==> src/tkrd_pkg.sv <==
// Shared types and constants for the touch key region detector.
`default_nettype none

package tkrd_pkg;

    localparam int MAX_KEYS = 16;
    localparam int IDX_W    = (MAX_KEYS > 1) ? $clog2(MAX_KEYS) : 1;
    localparam int CNT_W    = $clog2(MAX_KEYS + 1);

    localparam logic [CNT_W-1:0] MAX_CNT = CNT_W'(MAX_KEYS);

    localparam int CFG_IDX_W = 2;
    localparam int CFG_DAT_W = 16;

    localparam logic [CFG_IDX_W-1:0] CFG_PRESS_EN   = 2'd0;
    localparam logic [CFG_IDX_W-1:0] CFG_RELEASE_EN = 2'd1;
    localparam logic [CFG_IDX_W-1:0] CFG_CLICK_EN   = 2'd2;
    localparam logic [CFG_IDX_W-1:0] CFG_MIN_HOLD   = 2'd3;

    localparam logic [15:0] MIN_HOLD_RESET = 16'd10;

    typedef enum logic [1:0] {
        CMD_TOUCH = 2'd0,
        CMD_REG   = 2'd1,
        CMD_UNREG = 2'd2,
        CMD_CLEAR = 2'd3
    } t_cmd;

    typedef enum logic [2:0] {
        S_IDLE,
        S_SCAN,
        S_SHRD,
        S_SHWR,
        S_EMIT
    } t_state;

    typedef struct packed {
        logic [15:0] bottom;
        logic [15:0] right;
        logic [15:0] top;
        logic [15:0] left;
    } t_rect;

    typedef struct packed {
        logic [15:0] id;
        t_rect       rect;
        logic [31:0] ptime;
    } t_entry;

endpackage

`default_nettype wire

==> src/touch_key_region_detector_core.sv <==
// Touch key region detector: key rectangle table and touch-to-event logic.
`default_nettype none

// The key table (id, rectangle, press time) lives in one synchronous RAM of
// MAX_KEYS entries with a registered read; only the first entry-count entries
// are ever read, so the RAM needs no clearing after reset.
// One input transaction is worked at a time; the input stalls from the
// accept edge until the result has been handed to the output register.
// Register, unregister and touch samples that need a lookup walk the table
// one entry per cycle, reads pipelined against the compare, and stop at the
// first match or after the last entry. An unregister then moves each
// following entry down by one, reading it and writing it back, and then
// lowers the entry count. Clear, refused registers and samples with nothing
// to do skip the RAM. Every transaction ends by handing its result to the
// output register, and the core then returns to idle before it takes the
// next input; that input is taken while the result still waits there. The
// longest transaction is the unregister of the first entry of a full table.
// Configuration writes land at once and should only be made while idle.
module touch_key_region_detector_core
    import tkrd_pkg::*;
(
    input  wire logic                 i_clk,
    input  wire logic                 i_rst_n,

    input  wire logic                 i_in_valid,
    output logic                      o_in_stall,
    input  wire logic [1:0]           i_cmd,
    input  wire logic [15:0]          i_key_id,
    input  wire logic [15:0]          i_left,
    input  wire logic [15:0]          i_top,
    input  wire logic [15:0]          i_right,
    input  wire logic [15:0]          i_bottom,
    input  wire logic [15:0]          i_touch_x,
    input  wire logic [15:0]          i_touch_y,
    input  wire logic [31:0]          i_now_ticks,

    output logic                      o_out_valid,
    input  wire logic                 i_out_stall,
    output logic                      o_pressed,
    output logic                      o_released,
    output logic                      o_clicked,
    output logic [15:0]               o_event_key,
    output logic                      o_status,

    input  wire logic                 i_cfg_we,
    input  wire logic [CFG_IDX_W-1:0] i_cfg_index,
    input  wire logic [CFG_DAT_W-1:0] i_cfg_data
);

    // key table RAM
    t_entry r_mem [MAX_KEYS];
    t_entry r_rd_data;

    logic             mem_we;
    logic [IDX_W-1:0] mem_wa;
    t_entry           mem_wd;
    logic             mem_re;
    logic [IDX_W-1:0] mem_ra;

    // control
    t_state r_state, n_state;
    logic [CNT_W-1:0] r_count, n_count;
    logic [15:0]      r_held, n_held;
    logic [CNT_W-1:0] r_idx, n_idx;
    logic             r_chk_vld, n_chk_vld;
    logic [IDX_W-1:0] r_chk_idx, n_chk_idx;

    // latched transaction
    t_cmd        r_cmd, n_cmd;
    logic [15:0] r_key, n_key;
    t_rect       r_rect, n_rect;
    logic [15:0] r_tx, n_tx;
    logic [15:0] r_ty, n_ty;
    logic [31:0] r_now, n_now;

    // pending result
    logic        r_pe, n_pe;
    logic        r_re, n_re;
    logic        r_ce, n_ce;
    logic [15:0] r_ek, n_ek;
    logic        r_st, n_st;

    // output register
    logic        r_out_vld, n_out_vld;
    logic        r_o_pe, n_o_pe;
    logic        r_o_re, n_o_re;
    logic        r_o_ce, n_o_ce;
    logic [15:0] r_o_ek, n_o_ek;
    logic        r_o_st, n_o_st;

    // configuration
    logic        r_press_en, r_release_en, r_click_en;
    logic [15:0] r_min_hold;

    logic        in_acc;
    logic        out_free;
    logic        any_en;
    logic        touched;
    logic        go_scan;
    logic        scan_press;
    logic [15:0] search_id;
    logic        hit;
    logic        match;
    logic        scan_end;
    logic [31:0] hold_end;
    logic        qualify;
    logic [CNT_W-1:0] idx_m1;
    t_cmd        in_cmd;

    assign in_cmd   = t_cmd'(i_cmd);
    assign in_acc   = i_in_valid && (r_state == S_IDLE);
    assign out_free = !r_out_vld || !i_out_stall;
    assign any_en   = r_press_en || r_release_en || r_click_en;
    assign touched  = (i_touch_x != 16'd0) && (i_touch_y != 16'd0);

    // decide at accept whether the transaction needs a table walk
    always_comb begin
        go_scan = 1'b0;
        unique case (in_cmd)
            CMD_REG:   go_scan = (i_key_id != 16'd0) && (r_count != MAX_CNT);
            CMD_UNREG: go_scan = 1'b1;
            CMD_CLEAR: go_scan = 1'b0;
            CMD_TOUCH: go_scan = (r_count != '0) && any_en &&
                                 ((touched && r_held == 16'd0) ||
                                  (!touched && r_held != 16'd0));
            default:   go_scan = 1'b0;
        endcase
    end

    // table walk compare: rectangle hit for a press, id match otherwise
    assign scan_press = (r_cmd == CMD_TOUCH) && (r_held == 16'd0);
    assign search_id  = (r_cmd == CMD_TOUCH) ? r_held : r_key;
    assign hit = scan_press ?
                 ((r_tx >= r_rd_data.rect.left) && (r_tx <= r_rd_data.rect.right) &&
                  (r_ty >= r_rd_data.rect.top)  && (r_ty <= r_rd_data.rect.bottom)) :
                 (r_rd_data.id == search_id);
    assign match    = r_chk_vld && hit;
    assign scan_end = !r_chk_vld && (r_idx >= r_count);

    // release needs a nonzero press time and hold end (mod 2^32) before now
    assign hold_end = r_rd_data.ptime + {16'd0, r_min_hold};
    assign qualify  = (r_rd_data.ptime != 32'd0) && (hold_end < r_now);

    assign idx_m1 = r_idx - CNT_W'(1);

    // next state
    always_comb begin
        n_state = r_state;
        unique case (r_state)
            S_IDLE: begin
                if (in_acc) begin
                    n_state = go_scan ? S_SCAN : S_EMIT;
                end
            end
            S_SCAN: begin
                if (match) begin
                    n_state = (r_cmd == CMD_UNREG) ? S_SHRD : S_EMIT;
                end else if (scan_end) begin
                    n_state = S_EMIT;
                end
            end
            S_SHRD: begin
                n_state = (r_idx < r_count) ? S_SHWR : S_EMIT;
            end
            S_SHWR: begin
                n_state = S_SHRD;
            end
            S_EMIT: begin
                if (out_free) begin
                    n_state = S_IDLE;
                end
            end
            default: n_state = S_IDLE;
        endcase
    end

    // datapath and RAM control
    always_comb begin
        n_count   = r_count;
        n_held    = r_held;
        n_idx     = r_idx;
        n_chk_vld = r_chk_vld;
        n_chk_idx = r_chk_idx;
        n_cmd     = r_cmd;
        n_key     = r_key;
        n_rect    = r_rect;
        n_tx      = r_tx;
        n_ty      = r_ty;
        n_now     = r_now;
        n_pe      = r_pe;
        n_re      = r_re;
        n_ce      = r_ce;
        n_ek      = r_ek;
        n_st      = r_st;
        n_out_vld = r_out_vld && i_out_stall;
        n_o_pe    = r_o_pe;
        n_o_re    = r_o_re;
        n_o_ce    = r_o_ce;
        n_o_ek    = r_o_ek;
        n_o_st    = r_o_st;
        mem_we    = 1'b0;
        mem_wa    = '0;
        mem_wd    = r_rd_data;
        mem_re    = 1'b0;
        mem_ra    = '0;

        unique case (r_state)
            S_IDLE: begin
                if (in_acc) begin
                    n_cmd     = in_cmd;
                    n_key     = i_key_id;
                    n_rect    = '{bottom: i_bottom, right: i_right, top: i_top, left: i_left};
                    n_tx      = i_touch_x;
                    n_ty      = i_touch_y;
                    n_now     = i_now_ticks;
                    n_pe      = 1'b0;
                    n_re      = 1'b0;
                    n_ce      = 1'b0;
                    n_ek      = 16'd0;
                    n_st      = 1'b0;
                    n_idx     = '0;
                    n_chk_vld = 1'b0;
                    if (in_cmd == CMD_REG && !go_scan) begin
                        n_st = 1'b1;
                    end
                    if (in_cmd == CMD_CLEAR) begin
                        n_count = '0;
                    end
                end
            end
            S_SCAN: begin
                if (match) begin
                    unique case (r_cmd)
                        CMD_REG: begin
                            n_st = 1'b1;  // duplicate id
                        end
                        CMD_UNREG: begin
                            n_idx = CNT_W'(r_chk_idx) + CNT_W'(1);
                        end
                        CMD_TOUCH: begin
                            if (scan_press) begin
                                mem_we       = 1'b1;
                                mem_wa       = r_chk_idx;
                                mem_wd.ptime = r_now;
                                n_held       = r_rd_data.id;
                                if (r_press_en) begin
                                    n_pe = 1'b1;
                                    n_ek = r_rd_data.id;
                                end
                            end else begin
                                if (qualify) begin
                                    mem_we       = 1'b1;
                                    mem_wa       = r_chk_idx;
                                    mem_wd.ptime = 32'd0;
                                    n_re         = r_release_en;
                                    n_ce         = r_click_en;
                                    if (r_release_en || r_click_en) begin
                                        n_ek = r_held;
                                    end
                                end
                                n_held = 16'd0;
                            end
                        end
                        default: ;
                    endcase
                    n_chk_vld = 1'b0;
                end else if (scan_end) begin
                    if (r_cmd == CMD_REG) begin
                        mem_we  = 1'b1;
                        mem_wa  = r_count[IDX_W-1:0];
                        mem_wd  = '{id: r_key, rect: r_rect, ptime: 32'd0};
                        n_count = r_count + CNT_W'(1);
                    end else if (r_cmd == CMD_TOUCH && !scan_press) begin
                        n_held = 16'd0;  // held key no longer in the table
                    end
                end else begin
                    if (r_idx < r_count) begin
                        mem_re    = 1'b1;
                        mem_ra    = r_idx[IDX_W-1:0];
                        n_idx     = r_idx + CNT_W'(1);
                        n_chk_vld = 1'b1;
                        n_chk_idx = r_idx[IDX_W-1:0];
                    end else begin
                        n_chk_vld = 1'b0;
                    end
                end
            end
            S_SHRD: begin
                if (r_idx < r_count) begin
                    mem_re = 1'b1;
                    mem_ra = r_idx[IDX_W-1:0];
                end else begin
                    n_count = r_count - CNT_W'(1);
                end
            end
            S_SHWR: begin
                mem_we = 1'b1;
                mem_wa = idx_m1[IDX_W-1:0];
                mem_wd = r_rd_data;
                n_idx  = r_idx + CNT_W'(1);
            end
            S_EMIT: begin
                if (out_free) begin
                    n_out_vld = 1'b1;
                    n_o_pe    = r_pe;
                    n_o_re    = r_re;
                    n_o_ce    = r_ce;
                    n_o_ek    = r_ek;
                    n_o_st    = r_st;
                end
            end
            default: ;
        endcase
    end

    // RAM: one write port, one registered read port
    always_ff @(posedge i_clk) begin
        if (mem_we) begin
            r_mem[mem_wa] <= mem_wd;
        end
        if (mem_re) begin
            r_rd_data <= r_mem[mem_ra];
        end
    end

    // control registers
    always_ff @(posedge i_clk) begin
        if (!i_rst_n) begin
            r_state   <= S_IDLE;
            r_count   <= '0;
            r_held    <= 16'd0;
            r_idx     <= '0;
            r_chk_vld <= 1'b0;
            r_out_vld <= 1'b0;
        end else begin
            r_state   <= n_state;
            r_count   <= n_count;
            r_held    <= n_held;
            r_idx     <= n_idx;
            r_chk_vld <= n_chk_vld;
            r_out_vld <= n_out_vld;
        end
    end

    // payload registers
    always_ff @(posedge i_clk) begin
        r_chk_idx <= n_chk_idx;
        r_cmd     <= n_cmd;
        r_key     <= n_key;
        r_rect    <= n_rect;
        r_tx      <= n_tx;
        r_ty      <= n_ty;
        r_now     <= n_now;
        r_pe      <= n_pe;
        r_re      <= n_re;
        r_ce      <= n_ce;
        r_ek      <= n_ek;
        r_st      <= n_st;
        r_o_pe    <= n_o_pe;
        r_o_re    <= n_o_re;
        r_o_ce    <= n_o_ce;
        r_o_ek    <= n_o_ek;
        r_o_st    <= n_o_st;
    end

    // configuration registers
    always_ff @(posedge i_clk) begin
        if (!i_rst_n) begin
            r_press_en   <= 1'b1;
            r_release_en <= 1'b1;
            r_click_en   <= 1'b1;
            r_min_hold   <= MIN_HOLD_RESET;
        end else if (i_cfg_we) begin
            unique case (i_cfg_index)
                CFG_PRESS_EN:   r_press_en   <= i_cfg_data[0];
                CFG_RELEASE_EN: r_release_en <= i_cfg_data[0];
                CFG_CLICK_EN:   r_click_en   <= i_cfg_data[0];
                CFG_MIN_HOLD:   r_min_hold   <= i_cfg_data[15:0];
                default: ;
            endcase
        end
    end

    assign o_in_stall  = (r_state != S_IDLE);
    assign o_out_valid = r_out_vld;
    assign o_pressed   = r_o_pe;
    assign o_released  = r_o_re;
    assign o_clicked   = r_o_ce;
    assign o_event_key = r_o_ek;
    assign o_status    = r_o_st;

endmodule

`default_nettype wire
==> config.mk <==
export PLATFORM = sky130hd
export DESIGN_NAME = touch_key_region_detector_core
export DESIGN_NICKNAME = d
export VERILOG_FILES = /design/src/tkrd_pkg.sv /design/src/touch_key_region_detector_core.sv
export SDC_FILE = /design/constraint.sdc
export NUM_CORES = 2
export LEC_CHECK = 0
export BUFFER_PORTS_ARGS = -buffer_cell sky130_fd_sc_hd__buf_2
export CAP_MARGIN = 10
export CORE_AREA = 8 8 386 388
export DETAILED_ROUTE_END_ITERATION = 6
export DIE_AREA = 0 0 394 396
export HOLD_SLACK_MARGIN = 0.06
export PLACE_DENSITY = 0.74
export REMOVE_ABC_BUFFERS = 1
export SYNTH_ARGS = -nofsm -noshare
export SYNTH_HDL_FRONTEND = slang
export SYNTH_SLANG_ARGS = --single-unit
==> constraint.sdc <==
create_clock -name i_clk -period 32.5 [get_ports i_clk]
set_input_delay 8.125 -clock i_clk [delete_from_list [all_inputs] [get_ports i_clk]]
set_output_delay 8.125 -clock i_clk [all_outputs]
set_load 0.02 [all_outputs]
# Yosys cells after proc, flatten, opt, wreduce, memory -nomap -nowiden
# Memory sizes are Yosys's and may differ from the RTL's. A register that Yosys moved wholly into a read port is not among the register bits.
# Cells that the tools add are included.
[word_totals] regBits=240 mem_bits_rw=1792 input_bits=169 output_inout_bits=22 word_cells=239 mem_count=1
[classes] n_addsub=6 magnitude_cmp=7 n_eq_ne=36 n_mux=96 n_bitwise=2 reduce_logical=61
[mem_list] name="r_mem" words=16 word_bits=112 rd=1 rd_clocked_by_memory_dff=1 wr=1 line="touch_key_region_detector_core.sv:51" rtl="t_entry r_mem [MAX_KEYS];"
[op_table] operator="112-bit 2-to-1 mux" n=3
[op_table] operator="16-bit 2-to-1 mux" n=14
[op_table] operator="32-bit 2-to-1 mux" n=4
[op_table] operator="80-bit 2-to-1 mux" n=1
[op_table] operator="16-bit nonzero test" n=4
[op_table] operator="5-bit 2-to-1 mux" n=11
[op_table] operator="4-bit 2-to-1 mux" n=9
[op_table] operator="1-bit 2-to-1 mux" n=33
[op_table] operator="32-bit by 16-bit adder with 32-bit output" n=1
[op_table] operator="16-bit greater-or-equal comparator" n=2
[op_table] operator="16-bit <= comparator" n=2
[op_table] operator="32-bit < comparator" n=1
[op_table] operator="16-bit case mux with 2 select lines" n=1
[op_table] operator="32-bit nonzero test" n=1
[op_table] operator="5-bit case mux with 3 select lines" n=2
[op_table] operator="2-bit inequality test, second input constant" n=13
[op_table] operator="3-bit 2-to-1 mux" n=7
[op_table] operator="3-bit inequality test, second input constant" n=7
[op_table] operator="1-bit logical AND" n=17
[op_table] operator="16-bit == test" n=1
[op_table] operator="16-bit zero test" n=1
[op_table] operator="4-bit case mux with 2 select lines" n=2
[op_table] operator="3-bit case mux with 5 select lines" n=1
[op_table] operator="1-bit case mux with 2 select lines" n=7
[op_table] operator="other kinds (28)" n=63

# Depth between registers and ports, before layout
[depth] depth_word=12 depth_mapped=26 depth_no_buf=26

# Least setup slack after synthesis
# OpenSTA, ideal clock, no wires.
[synth_path] path_kind="input port to flip-flop" from="in i_in_valid" to="reg r_ek[0], enable pin" setup_time_ns=0.389 t_arrival_ns=12.244 required_ns=32.111 path_slack_ns=19.867 stages=4 path_buffers=0 cell_sequence="nand2_1 > inv_1 > nor2_1 > nor2_1"
[synth_via] elab_chain_len=3
[synth_rtl] item="start: declaration" line="touch_key_region_detector_core.sv:25" rtl="input wire logic i_in_valid,"
[synth_rtl] item="1-bit logical AND" line="touch_key_region_detector_core.sv:111" rtl="assign in_acc = i_in_valid && (r_state == S_IDLE);"
[synth_rtl] item="2-bit inequality test (no source line)"
[synth_rtl] item="7-bit AND reduction (no source line)"
[synth_rtl] item="end signal: assignment" line="touch_key_region_detector_core.sv:357" rtl="r_ek <= n_ek;"
[synth_rtl] item="end: declaration" line="touch_key_region_detector_core.sv:80" rtl="logic [15:0] r_ek, n_ek;"
# Every way passes these cells.
# A chain may end at the register's enable or synchronous reset.

# Final worst setup path
[layout_path] from="in i_touch_x[2]" to="reg r_state[2]"
[layout_via] elab_chain_len=10 word_cells_on_any_way=11 cone_classes="4 x mux; 7 x reduce/logical"
[layout_rtl] item="start: declaration" line="touch_key_region_detector_core.sv:33" rtl="input wire logic [15:0] i_touch_x,"
[layout_rtl] item="16-bit nonzero test (*)" line="touch_key_region_detector_core.sv:114" rtl="assign touched = (i_touch_x != 16'd0) && (i_touch_y != 16'd0);"
[layout_rtl] item="1-bit logical AND (*)" line="touch_key_region_detector_core.sv:114"
[layout_rtl] item="1-bit zero test" line="touch_key_region_detector_core.sv:125" rtl="(!touched && r_held != 16'd0));"
[layout_rtl] item="1-bit logical AND" line="touch_key_region_detector_core.sv:125"
[layout_rtl] item="1-bit logical OR (*)" line="touch_key_region_detector_core.sv:124" rtl="((touched && r_held == 16'd0) ||"
[layout_rtl] item="1-bit logical AND (*)" line="touch_key_region_detector_core.sv:123" rtl="CMD_TOUCH: go_scan = (r_count != '0) && any_en &&"
[layout_rtl] item="1-bit case mux with 4 select lines (*)" line="touch_key_region_detector_core.sv:119" rtl="unique case (in_cmd)"
[layout_rtl] item="3-bit 2-to-1 mux (*)" line="touch_key_region_detector_core.sv:152" rtl="n_state = go_scan ? S_SCAN : S_EMIT;"
[layout_rtl] item="3-bit 2-to-1 mux (*)" line="touch_key_region_detector_core.sv:151" rtl="if (in_acc) begin"
[layout_rtl] item="3-bit case mux with 5 select lines (*)" line="touch_key_region_detector_core.sv:149" rtl="unique case (r_state)"
[layout_rtl] item="end signal: assignment" line="touch_key_region_detector_core.sv:336" rtl="r_state <= n_state;"
[layout_rtl] item="end: declaration" line="touch_key_region_detector_core.sv:61" rtl="t_state r_state, n_state;"
# Mark *: on every way between the ends. The rest lies on a longest branch, timed or not. The select of a mux whose other input is x is not followed.

==> impl.org <==
** Setup path
- The worst setup path is captured at a flop.
- Counting both buffers and inverters, the worst setup path holds a total of 1.
- Critical path class :: in2reg
- Top fanout value on the critical path :: 2
- CP Cell Sequence :: buf_2 > nor4_2 > nand4_1 > and3_1 > nor3_1 > o31a_1 > o22ai_1 > o211ai_1 > a21oi_1
- Data arrival, critical path :: 11.26 ns
- Critical path data required time :: 33.13 ns
- Startpoint type of the worst setup path :: primary input
- Crit-path leading delay family :: simple AND/OR/NAND/NOR gates
- Critical-path cell with the highest stage delay :: sky130_fd_sc_hd__nor4_2
- In this design, the stage delay of the slowest critical-path cell is 0.67 ns.

** Synthesis
- Share of synthesized area occupied by flip-flops and latches :: 75.21%
- A synthesized cell averages 16.91 sq um.
- Of all cell types, the one taking the most synthesized area is sky130_fd_sc_hd__edfxtp_1.
- Synth cell count leaders :: 2094 x sky130_fd_sc_hd__edfxtp_1, 897 x sky130_fd_sc_hd__mux2i_1, 448 x sky130_fd_sc_hd__o22ai_1, 200 x sky130_fd_sc_hd__nand2_1, 140 x sky130_fd_sc_hd__inv_1
- The synthesized netlist contains 73 unique library cells.
- Compound-Gate Fraction of Synth Area :: 5.900%
- After technology mapping, the gate count stands at 5023.
- Post-synth EDFFs :: 2094
- Ranked by total cell area, the synthesized netlist is headed by sky130_fd_sc_hd__edfxtp_1 74%, sky130_fd_sc_hd__mux2i_1 11%, sky130_fd_sc_hd__o22ai_1 3.3%.
- Most used flip-flop cell after synthesis :: sky130_fd_sc_hd__edfxtp_1
- Async set-or-reset flop fraction in the synthesized netlist :: 0%
- Of the post-synthesis cell area, the part taken by muxes is 10.57%.
- Fraction of the mapped netlist area in simple logic gates :: 3.907%
- Leading cell type by number of instances after synthesis :: sky130_fd_sc_hd__edfxtp_1
- Of the post-synthesis cell area, the dominant cell type holds 74.03%.
- Total number of yosys warnings :: 0
- Xor/xnor share of the synthesized area :: 0.3918%
- After Yosys synthesis, full adders, half adders and majority gates account for 1.844% of the synthesized area.
- Counting flops and latches in the post-synthesis netlist gives 2144.
- Cell area after technology mapping :: 0.08494 sq mm
- Largest family of logic cells by synthesized area :: multiplexers

** Final layout
- The layout has 9349 filler cells.
- Area taken by multi-input logic gates :: 0.01942 sq mm
- From synthesis to final layout, the design area changed by 11.67%.
- Fraction of layout instances using a drive strength above 1 :: 11.64%
- Register cell area after layout :: 0.06388 sq mm
- Count of antenna diodes in the layout :: 0
- The final layout contains 5595 nets.
- Total non-filler cell area in the finished layout :: 0.09485 sq mm

** Power
- Fraction of power consumed by combinational cells :: 2.3%
- In this run switching power makes up 20.25% of total power.
- Leakage component of the power :: 37.36 nW
- Power per cell area :: 57.82 mW/mm^2
- In this run the power spent charging and discharging nets is 1.110 mW.
- Total Power Consumption :: 5.484 mW
- Worst ir drop on vdd :: 0.05528 mV
- The clock network is responsible for 41.8% of the overall power.
- Flop pwr share :: 56.0%
- The internal portion of the total power is 4.374 mW.

** Timing
- The max-slew violation count was 0.
- Max Fclk :: 94.11 MHz
- Actual slew at the worst max-slew pin :: 1.293 ns
- Measured against its own limit, the worst slew margin works out to 13.81%.
- The worst path in the final design needs a cycle of 10.63 ns, including I/O delays and setup.
- Total setup violations reported at the end of the flow :: 0
- Setup repair after global routing left no endpoint under its margin.
- Worst Clk Skew :: 0.06267 ns
- Setup TNS :: 0 ns
- The final count of hold timing violations is 0.
- Final period utilization :: 32.69%
- Hold Worst Slack :: 0.4234 ns

** GRT
- The via count of the first global-routing pass was 46210.
- The number of antenna violations at the first check in global routing is 4.
- Entering global routing, the biggest net connects 145 pins.
- The first global-routing pass estimated 302800 um of wire.
- Global routing used 25.85% of the available tracks.
- Total overflow reported by the global router :: 0

** Placement
- Buffers added on ports :: 190
- Detail Placement HPWL :: 105100 um
- Summing all placed instances gives a cell area of 0.08837 sq mm.
- Final weighted congestion in routability-driven placement :: 0.8881

** Routing
- Before antenna repair, the detailed router went through 7 iterations.
- The count of nets left with antenna violations once routing finished came out at 0.
- In the final routed layout, each cell accounts on average for 28.37 um.
- Vias per inst :: 6.430
- In the routed design, unresolved DRC markers number 0.
- DR iter-0 viols :: 5166
- The final route contains 47413 vias.
- Routed WL :: 209200 um

** Min path
- The path class of the tightest hold or removal check is reg2reg.

** CTS
- CTS placed an instance of sky130_fd_sc_hd__clkbuf_16 at the clock tree root.
- The later pin in the worst-skew pair is clocked with a latency of 0.85 ns.
- Number of sinks on the clock net :: 2144
- Clock-pin slew was measured on the worst setup and hold paths at 0.06 ns.
- Count of cells resized by post-cts repair :: 0
- After clock tree synthesis, the flow added hold-fix buffers numbering 0.
- Buffers inserted by post-CTS timing repair :: 0
- TritonCTS built the clock tree.
- Buffers from clock root to sink, at most :: 3
- Number of levels in the clock H-tree :: 4
- Buffers inserted during clock tree synthesis total 205.

** Run status
- The run finished with clean final reports.

** Run
- Maxcap violations :: 0

** Floorplan
- In this run the horizontal extent of the chip is 394 um.
- Total I/O pin count :: 191
- Core region area :: 0.1428 sq mm
- For this configuration, the core starts out at a cell density of 59.49%.
- The floorplan step defined a die boundary enclosing 0.1560 sq mm.
- Total number of placement rows :: 139
- From bottom edge to top edge, the die measures 396 um.
[flip-flops by register name, indices dropped and copies added, names as in the netlist, 2 cells and up]
name / count
o_event_key: 16
r_chk_idx: 4
r_cmd: 2
r_count: 5
r_ek: 16
r_held: 16
r_idx: 5
r_key: 16
r_mem: 1792
r_min_hold: 16
r_now: 32
r_rd_data: 112
r_rect: 64
r_state: 3
r_tx: 16
r_ty: 16
[through the flow]
step	util (%)	setup slack, ns	std cells
after detailed placement	61.89	20.81	6996
final	66.43	21.87	7374
after floorplan	-	-39.40	4777
after global routing	66.43	21.79	7374
after CTS	66.41	21.72	7372
after global placement	61.88	20.82	6995
[worst paths after layout]
kind | startpoint | endpoint | slack [ns] | depth (start not counted)
hold reg to reg | r_ek[11] | o_event_key[11] | 0.42 | 0
setup / recovery | i_touch_x[2] | r_state[2] | 21.87 | 9
hold / removal | r_ek[11] | o_event_key[11] | 0.42 | 0
setup reg to reg | r_rd_data[1] | r_mem[9][34] | 23.21 | 27
[cell type report]
cell class / count / area share [%]
clock buffer: 257 / 5.637
tap: 1903 / 2.510
multi-input combinational: 2491 / 20.47
timing repair buffer: 318 / 2.298
sequential: 2144 / 67.35
clock inverter: 119 / 1.165
inverter: 142 / 0.5699
[kinds of logic after synthesis]
logic type	Yosys count
fa+ha+maj	124
simple gates	628
xor+xnor	38
buf+inv	388
flops	2144
compound gates	804
mux	897
[power by group through the flow]
| stage | logic, mW | registers (mW) | clock network [mW] |
|---|---|---|---|
| 4_1_cts | 0.126 | 3.07 | 2.32 |
| 3_5_place_dp | 0.125 | 3.13 | 0 |
| 2_1_floorplan | 0.0703 | 3.12 | 0 |
| 3_3_place_gp | 0.120 | 3.13 | 0 |
| 6_report | 0.126 | 3.07 | 2.29 |
| 5_1_grt | 0.138 | 3.07 | 2.42 |
[cells in the final DEF, fill, tap and decap left out, types with 32 or more instances in the layout]
cell                        count
sky130_fd_sc_hd__buf_2        191
sky130_fd_sc_hd__inv_1        139
sky130_fd_sc_hd__nand3_1       50
sky130_fd_sc_hd__mux2i_1      897
sky130_fd_sc_hd__clkbuf_16    206
sky130_fd_sc_hd__a22o_1        32
sky130_fd_sc_hd__nand2_1      200
sky130_fd_sc_hd__clkinv_2      36
sky130_fd_sc_hd__dfxtp_1       50
sky130_fd_sc_hd__buf_4        106
sky130_fd_sc_hd__o21ai_0       97
sky130_fd_sc_hd__a21oi_1      120
sky130_fd_sc_hd__clkinv_1      50
sky130_fd_sc_hd__clkbuf_1      51
sky130_fd_sc_hd__or4_1        104
sky130_fd_sc_hd__edfxtp_1    2094
sky130_fd_sc_hd__ha_1         122
sky130_fd_sc_hd__nor2_1        78
sky130_fd_sc_hd__o22ai_1      448
[layer usage]
| layer | share of wire [%] | global-route usage, % | up-vias |
|---|---|---|---|
| met5 | 0.0062 | 0 | - |
| met4 | 3.0 | 8.317 | 2 |
| met3 | 8.3 | 3.829 | 374 |
| met2 | 49 | 43.15 | 2399 |
| met1 | 40 | 35.43 | 24118 |
| li1 | - | - | 20520 |
(Power assumes the default switching activity.)
